## config.mk

```make
export PLATFORM = sky130hd
export DESIGN_NAME = tag_file_line_parser
export DESIGN_NICKNAME = d
export VERILOG_FILES = /design/src/tfp_pkg.sv /design/src/tfp_front.sv /design/src/tfp_queue.sv /design/src/tfp_back.sv /design/src/tag_file_line_parser.sv
export SDC_FILE = /design/constraint.sdc
export NUM_CORES = 1
export LEC_CHECK = 0
export ABC_AREA = 1
export BUFFER_PORTS_ARGS = -buffer_cell sky130_fd_sc_hd__clkbuf_2
export CAP_MARGIN = 20
export CORE_ASPECT_RATIO = 1.4
export CORE_MARGIN = 3
export CORE_UTILIZATION = 59
export DETAILED_ROUTE_END_ITERATION = 10
export PLACE_DENSITY = 0.84
export SYNTH_ARGS = -nofsm -noshare
export SYNTH_HDL_FRONTEND = slang
export SYNTH_HIERARCHICAL = 1
export SYNTH_SLANG_ARGS = --single-unit
```

## constraint.sdc

```tcl
create_clock -name clk -period 8 [get_ports clk]
set_clock_uncertainty 0.05 [all_clocks]
set_input_delay 0.8 -clock clk [delete_from_list [all_inputs] [get_ports clk]]
set_output_delay 0.8 -clock clk [all_outputs]
set_load 0.01 [all_outputs]
```

## src/tfp_pkg.sv

```systemverilog
// Shared types and constants for the tag file line parser.
package tfp_pkg;

	localparam int CNT_W = 6;

	// byte values
	localparam logic [7:0] CH_LF    = 8'd10;
	localparam logic [7:0] CH_CR    = 8'd13;
	localparam logic [7:0] CH_TAB   = 8'd9;
	localparam logic [7:0] CH_SP    = 8'd32;
	localparam logic [7:0] CH_EQ    = 8'h3D;
	localparam logic [7:0] CH_PLUS  = 8'h2B;
	localparam logic [7:0] CH_HASH  = 8'h23;
	localparam logic [7:0] CH_COLON = 8'h3A;
	localparam logic [7:0] CH_DOT   = 8'h2E;
	localparam logic [7:0] CH_MINUS = 8'h2D;

	// result kinds
	localparam logic [3:0] K_SNAME = 4'd0;
	localparam logic [3:0] K_SVAL  = 4'd2;
	localparam logic [3:0] K_SEND  = 4'd3;
	localparam logic [3:0] K_BNAME = 4'd4;
	localparam logic [3:0] K_BVAL  = 4'd6;
	localparam logic [3:0] K_BLEND = 4'd7;
	localparam logic [3:0] K_BEND  = 4'd8;
	localparam logic [3:0] K_ERR   = 4'd9;
	localparam logic [3:0] K_DONE  = 4'd10;

	// error codes
	localparam logic [2:0] E_NONE   = 3'd0;
	localparam logic [2:0] E_ORPHAN = 3'd1;
	localparam logic [2:0] E_EOFBLK = 3'd2;
	localparam logic [2:0] E_TAGLEN = 3'd3;
	localparam logic [2:0] E_BLANKS = 3'd4;

	typedef struct packed {
		logic [7:0] data_byte;
		logic       end_of_input;
	} in_t;

	typedef struct packed {
		logic [3:0]  kind;
		logic [7:0]  out_byte;
		logic [2:0]  error_code;
		logic [19:0] line_number;
		logic        last_of_run;
	} res_t;

	// run of results that precedes the single ones of a request
	typedef enum logic [1:0] {PRE_NONE, PRE_TAG, PRE_BLANK, PRE_MATCH} pre_t;

	typedef struct packed {
		pre_t             pre;
		logic [CNT_W-1:0] pre_n;
		logic             dot_seen;
		logic [CNT_W-1:0] dot_pos;
		logic [CNT_W-1:0] body;
		logic [3:0]       base;
		logic             has_a;
		logic [3:0]       a_kind;
		logic [7:0]       a_byte;
		logic [2:0]       a_err;
		logic             has_b;
		logic [19:0]      line;
	} cmd_t;

endpackage

```

## src/tfp_front.sv

```systemverilog
// Front end: parses input bytes, keeps the tag store, queues expansion commands.
module tfp_front #(
	parameter int TAG_BYTES   = 32,
	parameter int BLANK_DEPTH = 16,
	parameter int LINE_BITS   = 20
) (
	input  logic                          clk,
	input  logic                          arst_n,
	input  logic                          push,
	output logic                          full,
	input  tfp_pkg::in_t                  item,
	input  logic                          q_full,
	output logic                          cmd_push,
	output tfp_pkg::cmd_t                 cmd,
	input  logic                          pre_done,
	input  logic                          rb_en,
	input  logic [$clog2(TAG_BYTES)-1:0]  rb_addr,
	output logic [7:0]                    rb_data,
	output logic [BLANK_DEPTH-1:0]        blanks
);
	localparam int TI  = $clog2(TAG_BYTES);
	localparam int BI  = $clog2(BLANK_DEPTH);
	localparam int LW2 = (LINE_BITS > 20) ? LINE_BITS : 20;
	localparam int CW  = tfp_pkg::CNT_W;

	typedef enum logic [3:0] {
		M_START, M_SKIP, M_BLANK, M_STAG, M_SLEAD, M_SVAL,
		M_BTAG, M_BHEAD, M_BMATCH, M_BVAL, M_ERR
	} mode_t;

	mode_t          mode_q, mode_d;
	logic [CW-1:0]  len_q, len_d, dot_q, dot_d, bc_q, bc_d, m_q, m_d;
	logic           dseen_q, dseen_d, flush_q;
	logic [LINE_BITS-1:0] line_q;
	logic [BLANK_DEPTH-1:0] blank_q;
	logic [7:0]     mem [2**TI];
	logic [7:0]     ra_q;
	logic           acc, tag_we, blank_we, isb;
	logic [7:0]     b, expect_b;
	logic [CW-1:0]  body, m_dm1, m_inc;
	logic [LW2-1:0] line_ext;
	logic [19:0]    line_out;

	assign full   = q_full || flush_q;
	assign acc    = push && !full;
	assign b      = item.data_byte;
	assign isb    = (b == tfp_pkg::CH_SP) || (b == tfp_pkg::CH_TAB);
	assign blanks = blank_q;

	// saturated line number for results
	assign line_ext = LW2'(line_q);
	assign line_out = (line_ext > LW2'(20'hFFFFF)) ? 20'hFFFFF : line_ext[19:0];

	// end tag body length and expected byte of the end tag
	assign body  = (dseen_q && len_q != '0 && dot_q == len_q - CW'(1)) ? len_q - CW'(1) : len_q;
	assign m_inc = m_q + CW'(1);
	always_comb begin
		if (m_q == '0)
			expect_b = tfp_pkg::CH_MINUS;
		else if (m_q <= body)
			expect_b = ra_q;
		else
			expect_b = tfp_pkg::CH_COLON;
	end

	// parser next state
	always_comb begin
		mode_d   = mode_q;
		len_d    = len_q;
		dot_d    = dot_q;
		dseen_d  = dseen_q;
		bc_d     = bc_q;
		m_d      = m_q;
		tag_we   = 1'b0;
		blank_we = 1'b0;
		cmd      = '0;
		cmd.line = line_out;
		if (acc) begin
			if (item.end_of_input) begin
				mode_d    = M_START;
				len_d     = '0;
				dot_d     = '0;
				dseen_d   = 1'b0;
				bc_d      = '0;
				m_d       = '0;
				cmd.has_a = 1'b1;
				cmd.has_b = 1'b1;
				unique case (mode_q)
					M_STAG, M_BTAG: begin
						cmd.a_kind = tfp_pkg::K_ERR;
						cmd.a_err  = tfp_pkg::E_ORPHAN;
					end
					M_SLEAD, M_SVAL: cmd.a_kind = tfp_pkg::K_SEND;
					M_BHEAD, M_BMATCH, M_BVAL: begin
						cmd.a_kind = tfp_pkg::K_ERR;
						cmd.a_err  = tfp_pkg::E_EOFBLK;
					end
					default: begin
						cmd.a_kind = tfp_pkg::K_DONE;
						cmd.has_b  = 1'b0;
					end
				endcase
			end else begin
				unique case (mode_q)
					M_START: begin
						if (b == tfp_pkg::CH_EQ || b == tfp_pkg::CH_PLUS) begin
							len_d   = '0;
							dot_d   = '0;
							dseen_d = 1'b0;
							mode_d  = (b == tfp_pkg::CH_EQ) ? M_STAG : M_BTAG;
						end else if (b == tfp_pkg::CH_HASH) begin
							mode_d = M_SKIP;
						end else if (isb || b == tfp_pkg::CH_CR) begin
							mode_d = M_BLANK;
						end else if (b != tfp_pkg::CH_LF) begin
							cmd.has_a  = 1'b1;
							cmd.a_kind = tfp_pkg::K_ERR;
							cmd.a_err  = tfp_pkg::E_ORPHAN;
							mode_d     = M_ERR;
						end
					end
					M_BLANK: begin
						if (b == tfp_pkg::CH_LF) begin
							mode_d = M_START;
						end else if (b == tfp_pkg::CH_HASH) begin
							mode_d = M_SKIP;
						end else if (!isb && b != tfp_pkg::CH_CR) begin
							cmd.has_a  = 1'b1;
							cmd.a_kind = tfp_pkg::K_ERR;
							cmd.a_err  = tfp_pkg::E_ORPHAN;
							mode_d     = M_ERR;
						end
					end
					M_SKIP: begin
						if (b == tfp_pkg::CH_LF)
							mode_d = M_START;
					end
					M_STAG, M_BTAG: begin
						if (b == tfp_pkg::CH_COLON) begin
							if (len_q != CW'(dseen_q)) begin
								cmd.pre = tfp_pkg::PRE_TAG;
							end
							cmd.pre_n    = len_q;
							cmd.dot_seen = dseen_q;
							cmd.dot_pos  = dot_q;
							cmd.base     = (mode_q == M_STAG) ? tfp_pkg::K_SNAME
								: tfp_pkg::K_BNAME;
							mode_d = (mode_q == M_STAG) ? M_SLEAD : M_BHEAD;
						end else if (isb || b == tfp_pkg::CH_CR || b == tfp_pkg::CH_LF) begin
							cmd.has_a  = 1'b1;
							cmd.a_kind = tfp_pkg::K_ERR;
							cmd.a_err  = tfp_pkg::E_ORPHAN;
							mode_d     = M_ERR;
						end else if (len_q >= CW'(TAG_BYTES)) begin
							cmd.has_a  = 1'b1;
							cmd.a_kind = tfp_pkg::K_ERR;
							cmd.a_err  = tfp_pkg::E_TAGLEN;
							mode_d     = M_ERR;
						end else begin
							if (b == tfp_pkg::CH_DOT) begin
								dseen_d = 1'b1;
								dot_d   = len_q;
							end
							tag_we = 1'b1;
							len_d  = len_q + CW'(1);
						end
					end
					M_SLEAD: begin
						if (b == tfp_pkg::CH_LF) begin
							cmd.has_a  = 1'b1;
							cmd.a_kind = tfp_pkg::K_SEND;
							mode_d     = M_START;
						end else if (!isb) begin
							cmd.has_a  = 1'b1;
							cmd.a_kind = tfp_pkg::K_SVAL;
							cmd.a_byte = b;
							bc_d       = '0;
							mode_d     = M_SVAL;
						end
					end
					M_SVAL: begin
						if (b == tfp_pkg::CH_LF) begin
							cmd.has_a  = 1'b1;
							cmd.a_kind = tfp_pkg::K_SEND;
							bc_d       = '0;
							mode_d     = M_START;
						end else if (isb) begin
							if (bc_q >= CW'(BLANK_DEPTH)) begin
								cmd.has_a  = 1'b1;
								cmd.a_kind = tfp_pkg::K_ERR;
								cmd.a_err  = tfp_pkg::E_BLANKS;
								mode_d     = M_ERR;
							end else begin
								blank_we = 1'b1;
								bc_d     = bc_q + CW'(1);
							end
						end else begin
							if (bc_q != '0)
								cmd.pre = tfp_pkg::PRE_BLANK;
							cmd.pre_n  = bc_q;
							cmd.has_a  = 1'b1;
							cmd.a_kind = tfp_pkg::K_SVAL;
							cmd.a_byte = b;
							bc_d       = '0;
						end
					end
					M_BHEAD: begin
						if (b == tfp_pkg::CH_LF) begin
							m_d    = '0;
							mode_d = M_BMATCH;
						end
					end
					M_BMATCH: begin
						if (b == expect_b) begin
							if (m_inc >= body + CW'(2)) begin
								cmd.has_a  = 1'b1;
								cmd.a_kind = tfp_pkg::K_BEND;
								m_d        = '0;
								mode_d     = M_SKIP;
							end else begin
								m_d = m_inc;
							end
						end else begin
							if (m_q != '0)
								cmd.pre = tfp_pkg::PRE_MATCH;
							cmd.pre_n = m_q;
							cmd.body  = body;
							cmd.has_a = 1'b1;
							m_d       = '0;
							if (b == tfp_pkg::CH_LF) begin
								cmd.a_kind = tfp_pkg::K_BLEND;
							end else begin
								cmd.a_kind = tfp_pkg::K_BVAL;
								cmd.a_byte = b;
								mode_d     = M_BVAL;
							end
						end
					end
					M_BVAL: begin
						cmd.has_a = 1'b1;
						if (b == tfp_pkg::CH_LF) begin
							cmd.a_kind = tfp_pkg::K_BLEND;
							m_d        = '0;
							mode_d     = M_BMATCH;
						end else begin
							cmd.a_kind = tfp_pkg::K_BVAL;
							cmd.a_byte = b;
						end
					end
					default: ;
				endcase
			end
		end
		cmd_push = acc && (cmd.has_a || cmd.pre != tfp_pkg::PRE_NONE);
	end

	// parser state
	always_ff @(posedge clk or negedge arst_n) begin
		if (!arst_n) begin
			mode_q  <= M_START;
			len_q   <= '0;
			dot_q   <= '0;
			dseen_q <= 1'b0;
			bc_q    <= '0;
			m_q     <= '0;
			line_q  <= LINE_BITS'(1);
			flush_q <= 1'b0;
		end else begin
			mode_q  <= mode_d;
			len_q   <= len_d;
			dot_q   <= dot_d;
			dseen_q <= dseen_d;
			bc_q    <= bc_d;
			m_q     <= m_d;
			if (acc && item.end_of_input)
				line_q <= LINE_BITS'(1);
			else if (acc && b == tfp_pkg::CH_LF && line_q != '1)
				line_q <= line_q + LINE_BITS'(1);
			if (cmd_push && cmd.pre != tfp_pkg::PRE_NONE)
				flush_q <= 1'b1;
			else if (pre_done)
				flush_q <= 1'b0;
		end
	end

	// pending blank kinds, 1 = tab
	always_ff @(posedge clk) begin
		if (blank_we)
			blank_q[bc_q[BI-1:0]] <= (b == tfp_pkg::CH_TAB);
	end

	// tag store: one write port, match lookahead port, back end port
	assign m_dm1 = m_d - CW'(1);
	always_ff @(posedge clk) begin
		if (tag_we)
			mem[len_q[TI-1:0]] <= b;
		ra_q <= mem[m_dm1[TI-1:0]];
		if (rb_en)
			rb_data <= mem[rb_addr];
	end

endmodule

```

## src/tfp_queue.sv

```systemverilog
// Two-entry command queue between the front end and the back end.
module tfp_queue (
	input  logic          clk,
	input  logic          arst_n,
	input  logic          wr,
	input  tfp_pkg::cmd_t wdata,
	output logic          q_full,
	input  logic          rd,
	output tfp_pkg::cmd_t rdata,
	output logic          q_empty
);
	tfp_pkg::cmd_t slot_q [2];
	logic          wp_q, rp_q;
	logic [1:0]    cnt_q;

	assign q_full  = (cnt_q == 2'd2);
	assign q_empty = (cnt_q == 2'd0);
	assign rdata   = slot_q[rp_q];

	always_ff @(posedge clk) begin
		if (wr)
			slot_q[wp_q] <= wdata;
	end

	always_ff @(posedge clk or negedge arst_n) begin
		if (!arst_n) begin
			wp_q  <= 1'b0;
			rp_q  <= 1'b0;
			cnt_q <= 2'd0;
		end else begin
			if (wr)
				wp_q <= !wp_q;
			if (rd)
				rp_q <= !rp_q;
			cnt_q <= cnt_q + 2'(wr) - 2'(rd);
		end
	end

endmodule

```

## src/tfp_back.sv

```systemverilog
// Back end: expands commands into result items, with an output register.
module tfp_back #(
	parameter int TAG_BYTES   = 32,
	parameter int BLANK_DEPTH = 16
) (
	input  logic                          clk,
	input  logic                          arst_n,
	input  tfp_pkg::cmd_t                 q_data,
	input  logic                          q_empty,
	output logic                          q_pop,
	output logic                          pre_done,
	output logic                          rb_en,
	output logic [$clog2(TAG_BYTES)-1:0]  rb_addr,
	input  logic [7:0]                    rb_data,
	input  logic [BLANK_DEPTH-1:0]        blanks,
	output logic                          empty,
	input  logic                          pop,
	output tfp_pkg::res_t                 result
);
	localparam int TI = $clog2(TAG_BYTES);
	localparam int BI = $clog2(BLANK_DEPTH);
	localparam int CW = tfp_pkg::CNT_W;

	typedef enum logic [1:0] {PH_IDLE, PH_PRE, PH_A, PH_B} phase_t;

	typedef struct packed {
		tfp_pkg::res_t res;
		logic          use_mem;
	} item_t;

	phase_t        phase_q, phase_d;
	tfp_pkg::cmd_t cur_q;
	logic [CW-1:0] idx_q, idx_m1, last_tag;
	item_t         nx, s1_s1;
	tfp_pkg::res_t s1_res;
	logic          s1_v_q, out_v_q, issue, step, can, out_rdy, is_last_i;

	assign out_rdy = !out_v_q || pop;
	assign can     = !s1_v_q || out_rdy;
	assign empty   = !out_v_q;
	assign idx_m1  = idx_q - CW'(1);
	assign last_tag = (cur_q.dot_seen && cur_q.dot_pos == cur_q.pre_n - CW'(1))
		? cur_q.pre_n - CW'(2) : cur_q.pre_n - CW'(1);
	assign is_last_i = (idx_q == cur_q.pre_n - CW'(1));
	assign rb_en   = issue && nx.use_mem;

	// result sequencer
	always_comb begin
		phase_d  = phase_q;
		issue    = 1'b0;
		step     = 1'b0;
		q_pop    = 1'b0;
		pre_done = 1'b0;
		rb_addr  = idx_q[TI-1:0];
		nx       = '0;
		nx.res.line_number = cur_q.line;
		unique case (phase_q)
			PH_IDLE: begin
				if (!q_empty) begin
					q_pop = 1'b1;
					if (q_data.pre != tfp_pkg::PRE_NONE)
						phase_d = PH_PRE;
					else if (q_data.has_a)
						phase_d = PH_A;
					else
						phase_d = PH_B;
				end
			end
			PH_PRE: begin
				unique case (cur_q.pre)
					tfp_pkg::PRE_TAG: begin
						nx.use_mem  = 1'b1;
						nx.res.kind = (cur_q.dot_seen && idx_q > cur_q.dot_pos)
							? cur_q.base + 4'd1 : cur_q.base;
						nx.res.last_of_run = (idx_q == last_tag) && !cur_q.has_a;
						if (cur_q.dot_seen && idx_q == cur_q.dot_pos) begin
							step = 1'b1;
						end else begin
							step  = can;
							issue = can;
						end
					end
					tfp_pkg::PRE_BLANK: begin
						nx.res.kind     = tfp_pkg::K_SVAL;
						nx.res.out_byte = blanks[idx_q[BI-1:0]] ? tfp_pkg::CH_TAB
							: tfp_pkg::CH_SP;
						step  = can;
						issue = can;
					end
					default: begin
						nx.res.kind = tfp_pkg::K_BVAL;
						rb_addr     = idx_m1[TI-1:0];
						if (idx_q == '0)
							nx.res.out_byte = tfp_pkg::CH_MINUS;
						else if (idx_q <= cur_q.body)
							nx.use_mem = 1'b1;
						else
							nx.res.out_byte = tfp_pkg::CH_COLON;
						step  = can;
						issue = can;
					end
				endcase
				if (step && is_last_i) begin
					pre_done = 1'b1;
					phase_d  = cur_q.has_a ? PH_A : PH_IDLE;
				end
			end
			PH_A: begin
				nx.res.kind        = cur_q.a_kind;
				nx.res.out_byte    = cur_q.a_byte;
				nx.res.error_code  = cur_q.a_err;
				nx.res.last_of_run = !cur_q.has_b;
				issue = can;
				if (can)
					phase_d = cur_q.has_b ? PH_B : PH_IDLE;
			end
			default: begin
				nx.res.kind        = tfp_pkg::K_DONE;
				nx.res.last_of_run = 1'b1;
				issue = can;
				if (can)
					phase_d = PH_IDLE;
			end
		endcase
	end

	// stage result with the tag store byte merged in
	always_comb begin
		s1_res = s1_s1.res;
		if (s1_s1.use_mem)
			s1_res.out_byte = rb_data;
	end

	always_ff @(posedge clk) begin
		if (q_pop)
			cur_q <= q_data;
		if (issue)
			s1_s1 <= nx;
		if (s1_v_q && out_rdy)
			result <= s1_res;
	end

	// control state
	always_ff @(posedge clk or negedge arst_n) begin
		if (!arst_n) begin
			phase_q <= PH_IDLE;
			idx_q   <= '0;
			s1_v_q  <= 1'b0;
			out_v_q <= 1'b0;
		end else begin
			phase_q <= phase_d;
			if (q_pop)
				idx_q <= '0;
			else if (step)
				idx_q <= idx_q + CW'(1);
			if (issue)
				s1_v_q <= 1'b1;
			else if (s1_v_q && out_rdy)
				s1_v_q <= 1'b0;
			if (s1_v_q && out_rdy)
				out_v_q <= 1'b1;
			else if (pop)
				out_v_q <= 1'b0;
		end
	end

endmodule

```

## src/tag_file_line_parser.sv

```systemverilog
// Tag file line parser top level: front end, command queue and back end.
// Flow: the front end queues expansion commands in the two-entry command queue, so it can
// take new bytes while the back end is still expanding earlier ones; the back end takes each
// command and then issues its results in order, skipping the dot of a stored tag. A byte that
// releases a stored tag, pending blanks or a partial end tag holds input until the back end
// has issued the last result of that run; input is also held while the command queue is full.
// Reset: arst_n clears the parser to line start, line count one, queues empty.
module tag_file_line_parser #(
	parameter int TAG_BYTES   = 32,
	parameter int BLANK_DEPTH = 16,
	parameter int LINE_BITS   = 20
) (
	input  logic          clk,
	input  logic          arst_n,
	input  logic          push,
	output logic          full,
	input  tfp_pkg::in_t  item,
	output logic          empty,
	input  logic          pop,
	output tfp_pkg::res_t result
);
	localparam int TI = $clog2(TAG_BYTES);

	tfp_pkg::cmd_t          cmd, q_data;
	logic                   cmd_push, q_full, q_empty, q_pop, pre_done, rb_en;
	logic [TI-1:0]          rb_addr;
	logic [7:0]             rb_data;
	logic [BLANK_DEPTH-1:0] blanks;

	tfp_front #(
		.TAG_BYTES(TAG_BYTES), .BLANK_DEPTH(BLANK_DEPTH), .LINE_BITS(LINE_BITS)
	) u_front (
		.clk(clk), .arst_n(arst_n), .push(push), .full(full), .item(item),
		.q_full(q_full), .cmd_push(cmd_push), .cmd(cmd), .pre_done(pre_done),
		.rb_en(rb_en), .rb_addr(rb_addr), .rb_data(rb_data), .blanks(blanks)
	);

	tfp_queue u_queue (
		.clk(clk), .arst_n(arst_n), .wr(cmd_push), .wdata(cmd), .q_full(q_full),
		.rd(q_pop), .rdata(q_data), .q_empty(q_empty)
	);

	tfp_back #(
		.TAG_BYTES(TAG_BYTES), .BLANK_DEPTH(BLANK_DEPTH)
	) u_back (
		.clk(clk), .arst_n(arst_n), .q_data(q_data), .q_empty(q_empty), .q_pop(q_pop),
		.pre_done(pre_done), .rb_en(rb_en), .rb_addr(rb_addr), .rb_data(rb_data),
		.blanks(blanks), .empty(empty), .pop(pop), .result(result)
	);

endmodule

```

# == Word level (Yosys, flattened, before mapping) ==
# Memory sizes are Yosys's and may differ from the RTL's. A register that Yosys moved wholly into a read port is not among the register bits.
# Cells that the tools add are included.
# totals
output_inout_bits,38
wordCells,373
ramBits,380
inputBits,13
regBits,215
n_memories,2
# op_classes
n_mux,190
reduce_logical,64
add_sub_neg,14
eq_ne,54
magnitude_cmp,10
# mem_list
name,words,width,read_ports,rd_clocked_by_memory_dff,write_ports,line_no,source
u_front.mem,32,8,2,2,1,tfp_front.sv:36,logic [7:0] mem [2**TI];
u_queue.slot_q,2,62,1,0,1,tfp_queue.sv:12,tfp_pkg::cmd_t slot_q [2];
# op_table
op,count
$mux W6,30
$mux W4,24
$mux W5,19
$mux W8,11
$mux W20,3
$mux W1,51
$eq A8 B6 Y1 const B,6
$pmux W6 S2,4
$mux W42,1
$mux W3,12
$pmux W5 S7,1
$pmux W4 S8,1
$pmux W8 S2,2
$pmux W8 S4,1
$eq A6 B6 Y1,5
$mux W25,1
$add A6 B1 Y6 const B,4
$eq A8 B4 Y1 const B,3
$pmux W8 S3,1
$mux W2,11
$add A20 B1 Y20 const B,1
$gt A20 B20 Y1 const B,1
$ne A20 B20 Y1 const B,1
$reduce_bool A6 Y1,3
other kinds (65),135

# == Depth between registers and ports, before layout ==
# depth
ltp_word,17
mapped_depth,40

# == Cells and area by module ==
# The synthesis kept the hierarchy.
# by_module_without_submodules
mod,n_inst,cells_each,area_per_inst_um2
tfp_front,1,2344,19666.4
tfp_back,1,527,6297.3
tfp_queue,1,349,4848.4

# == Worst setup path before layout ==
# OpenSTA, ideal clock, no wires.
# synth_path
kind,register to register
from,register u_front.len_q[0]
to,"memory u_queue/slot_q[0][0] (netlist name), enable pin"
synth_period_minus_slack_ns,7.091
stages_incl_launch_ff,32
t_arrival_ns,6.558
setup_time_ns,0.483
path_slack_ns,0.909
cell_sequence,dfrtp_1 -> inv_2 -> buf_6 -> ha_1 -> or2_0 -> nand3_1 -> nand2_1 -> nor2_4 -> nand3_4 -> nand2_1 -> o21ai_0 -> ha_1 -> nand2_1 -> nor2_1 -> nand3_1 -> nand3_1 -> nand2_2 -> buf_6 -> nand2_1 -> nand2_1 -> nand2_1 -> inv_1 -> nand2_1 -> nor2_4 -> a21oi_1 -> clkbuf_1 -> nand2_1 -> a21oi_1 -> nor2_1 -> nand2_1 -> inv_1 -> nor2_1
# synth_rtl
element,line_no,source
from (decl),tfp_front.sv:32,"logic [CW-1:0] len_q, len_d, dot_q, dot_d, bc_q, bc_d, m_q, m_d;"
from (signal assigned),tfp_front.sv:270,len_q <= len_d;
to (decl),tfp_queue.sv:12,

# == Worst setup path after layout ==
# layout_path
from,register u_front.len_q[0]
to,"register u_front.ra_q[3], read port of u_front.mem"
# layout_between
elab_chain_len,13
elab_cells_between_ends,18
cone_classes,add/sub: 3; order compare: 2; eq/ne: 2; mux: 8; reduce/logical: 3
# layout_lines
element,line_no,source
$sub A6 B1 Y6 / $reduce_bool A6 Y1 (equally long branches),tfp_front.sv:55,assign body = (dseen_q && len_q != '0 && dot_q == len_q - CW'(1)) ? len_q - CW'(1) : len_q;
$eq A6 B6 Y1 / $logic_and A1 B1 Y1 (equally long branches),tfp_front.sv:55,
$logic_and A1 B1 Y1,tfp_front.sv:55,
$mux W6 *,tfp_front.sv:55,
"parallel branches: the longest is 4 deep, another holds $add A6 B2 Y6",-,
$mux W6 *,tfp_front.sv:214,if (b == expect_b) begin
$pmux W6 S2 *,tfp_front.sv:104,unique case (mode_q)
$mux W6 *,tfp_front.sv:79,if (item.end_of_input) begin
$mux W6 *,tfp_front.sv:78,if (acc) begin
$sub A5 B1 Y5 *,tfp_front.sv:293,assign m_dm1 = m_d - CW'(1);
to (decl),tfp_front.sv:37,logic [7:0] ra_q;
# Mark *: on every way between the ends.
# A chain may end at the register's enable or synchronous reset.

==> results.cfg <==
[global_routing]
grt_pass1_wl_mm = 132
grt_overflow_total = 0
grt_start_max_net_pins = 95
grt_use_total = 0.312
grt_pass1_vias = 23286
antenna_found_initial = 2

[clocking]
clockBufferDepth = 3
root_buffer = clkbuf_16
htreeDepth = 2
clkTransAtPathRegs_ns = 0.07
clkSinkCount = 611
cts_buffers = 55
holdBufCountCts = 0
clock_latency_ns = 0.65
cts_resized = 0
post-cts-setup-buffer-count = 0
cts_tree = yes

[sta]
finalMaxSlewViolations = 0
fmax_ghz = 0.154
finalSetupTns_ns = 0
finalSetupViolations = 0
slew_headroom = 0.235
fin_crit_ns = 6.49
min_period_over_period = 0.812
setup_ws_ns = 1.51
worst_slew_pin_slew_ns = 1.14
hold_viol = 0
rsz0062_at_grt = false
holdWs_ns = 0.0285

[synthesis]
synth_area_um2 = 30800
synth_top_area_share = 0.525
yosysSeqAreaShare = 0.583
synth_ff_type = edfxtp_1
synth.ff_latch_count = 611
synth_edf_count = 539
ys_top_cells_by_area = edfxtp_1 (53%), nand2_1 (6.5%), nand3_1 (6.2%), inv_1 (5.5%), dfrtp_1 (5.1%)
synth_area_per_cell_um2 = 9.57
yosys.cell_count.top_type = edfxtp_1
yosysWarningCount = 6
synth_top_cell_by_area = edfxtp_1
syn_inst = 3220
synth-async-reset-ratio = 0.105
synthTopCellsByCount = edfxtp_1 (539), nand2_1 (535), inv_1 (454), nand3_1 (383), nor2_1 (235)
yosysUniqueCellTypes = 63

[power_and_ir_drop]
p_leak_nw = 13.4
ir_drop_uv = 236
p_per_area_nw_per_um2 = 192
finalPower_mw = 6.40

[floorplanning]
rows = 98
die_w_um = 199
start_util = 0.600
pin_count = 51
core-area_um2 = 51400
dieHeight_um = 276
die_area_um2 = 55000

[placement]
place_area_um2 = 31300
gp_congestion = 0.969
dp_hpwl_mm = 55.9
dpl.cell_count = 3779
dp_slack_ns = 1.73
portBuffers = 50

[cells_and_area]
stdcell_count = 3886
syn2layout_area_growth_pct = 8.24
fin_nets = 3250
final_util = 0.649
drive_above_1_share = 0.0856
final_area_um2 = 33400

[status]
status = complete, no violations

[critical_path]
cpLargestDelayFamily = simple AND/OR/NAND/NOR gates
path_class = reg -> reg
cpMostUsedCell = nand2_1
critPathMaxFanout = 34
critPathCaptureType = flip-flop
cp_num_buf_inv = 9
required_ns = 8.51
slowest_delay_ns = 0.61
crit_slowest_cell = inv_2
worstSetupStartpointType = flip-flop
arrival_ns = 7.01

[min_path]
min_path_type = in -> async

[run]
maxCapViolations = 0

[routing]
drcViolationCount = 0
vias_per_cell = 6.21
dr.pass1.iters = 6
vias = 24138
routed_wl_mm = 87.0
ant_nets = 0
wire_per_inst_um = 22.4
drtIter0Drc = 3171
-- kinds of logic after synthesis --
| logic type | after synthesis | share of synthesized area |
|---|---|---|
| other | 1 | 0.000122 |
| adder cells (fa/ha/maj) | 49 | 0.0199 |
| AO/OA/AOI/OAI | 507 | 0.0935 |
| XOR/XNOR | 26 | 0.00800 |
| flip-flops | 611 | 0.583 |
| buffers and inverters | 649 | 0.0884 |
| multiplexers | 8 | 0.00292 |
| AND/OR/NAND/NOR | 1369 | 0.205 |
-- report_power, final --
group / switching (mW) / internal [mW]
Sequential: 0.0000000000000000349 / 3.44
Clock: 1.25 / 1.65
Combinational: 0.0468 / 0.00702
Total: 1.29 / 5.10
-- worst register-to-register path: cells and delay by family, from the launching register on --
family / cells / cell delay, ns
compound gates: 3 / 0.59
xor+xnor: 1 / 0.15
simple gates: 21 / 2.36
flops: 1 / 0.53
buf+inv: 9 / 1.79
fa+ha+maj: 3 / 0.96
-- registers in the layout (all words and copies together) (netlist names), 2 cells and up --
register,cells
u_front/len_q,6
u_back/s1_s1,9
u_front/ra_q,8
u_back/idx_q,6
u_front/line_ext,20
u_back/result,36
u_queue/cnt_q,2
u_front/rb_data,8
u_queue/slot_q,124
u_back/cur_q,62
u_back/s1_res,28
u_front/bc_q,6
u_front/dot_q,6
u_front/m_q,6
u_front/mode_q,4
u_front/mem,256
u_front/blanks,16
u_back/phase_q,2
-- cell usage in the layout (no fill, tap or decap), types with 9 or more instances in the layout --
| master | count |
|---|---|
| ha_1 | 48 |
| nand2_1 | 534 |
| edfxtp_1 | 539 |
| nand3_1 | 383 |
| inv_2 | 11 |
| o21ai_1 | 20 |
| nor3_1 | 48 |
| o21ai_0 | 224 |
| clkbuf_2 | 49 |
| nor2_1 | 233 |
| clkbuf_16 | 55 |
| buf_4 | 36 |
| a32oi_1 | 9 |
| dfrtp_1 | 62 |
| inv_1 | 451 |
| a31oi_1 | 18 |
| o211ai_1 | 52 |
| nand3b_1 | 78 |
| xor2_1 | 17 |
| nand4_1 | 27 |
| a21oi_1 | 129 |
| o22ai_1 | 10 |
| bufinv_16 | 9 |
| nand2_2 | 19 |
| clkinvlp_4 | 10 |
-- routing by layer --
layer | global-route usage | up-vias | wire length (µm)
li1 | - | 10873 | -
met2 | 0.524 | 1569 | 42800
met3 | 0.0444 | 373 | 7890
met4 | 0.213 | 2 | 7150
met5 | 0 | - | 7
met1 | 0.370 | 11321 | 29200
-- layout make-up --
cell class	instances	area, µm²
Sequential cell	611	18000
Timing Repair Buffer	88	559
Tap cell	650	813
Antenna cell	1	2.50
Clock buffer	66	1500
Clock inverter	38	541
Fill cell	3757	18000
Multi-Input combinational cell	1962	10200
Inverter	470	1770
-- worst paths after layout --
| kind | startpoint | end | slack (ns) | cells past startpoint |
|---|---|---|---|---|
| max | u_front/len_q[0] | u_front/ra_q[3] | 1.51 | 37 |
| min | arst_n | u_front/line_ext[11] | 0.03 | 1 |
| max reg2reg | u_front/len_q[0] | u_front/ra_q[3] | 1.51 | 37 |
| min reg2reg | u_back/s1_res[21] | u_back/result[21] | 0.37 | 0 |
| max in group asynchronous | arst_n | u_queue/rp_q | 6.69 | 2 |
| min in group clk | u_back/s1_res[21] | u_back/result[21] | 0.37 | 0 |
Power figures use the tool's default switching activity.
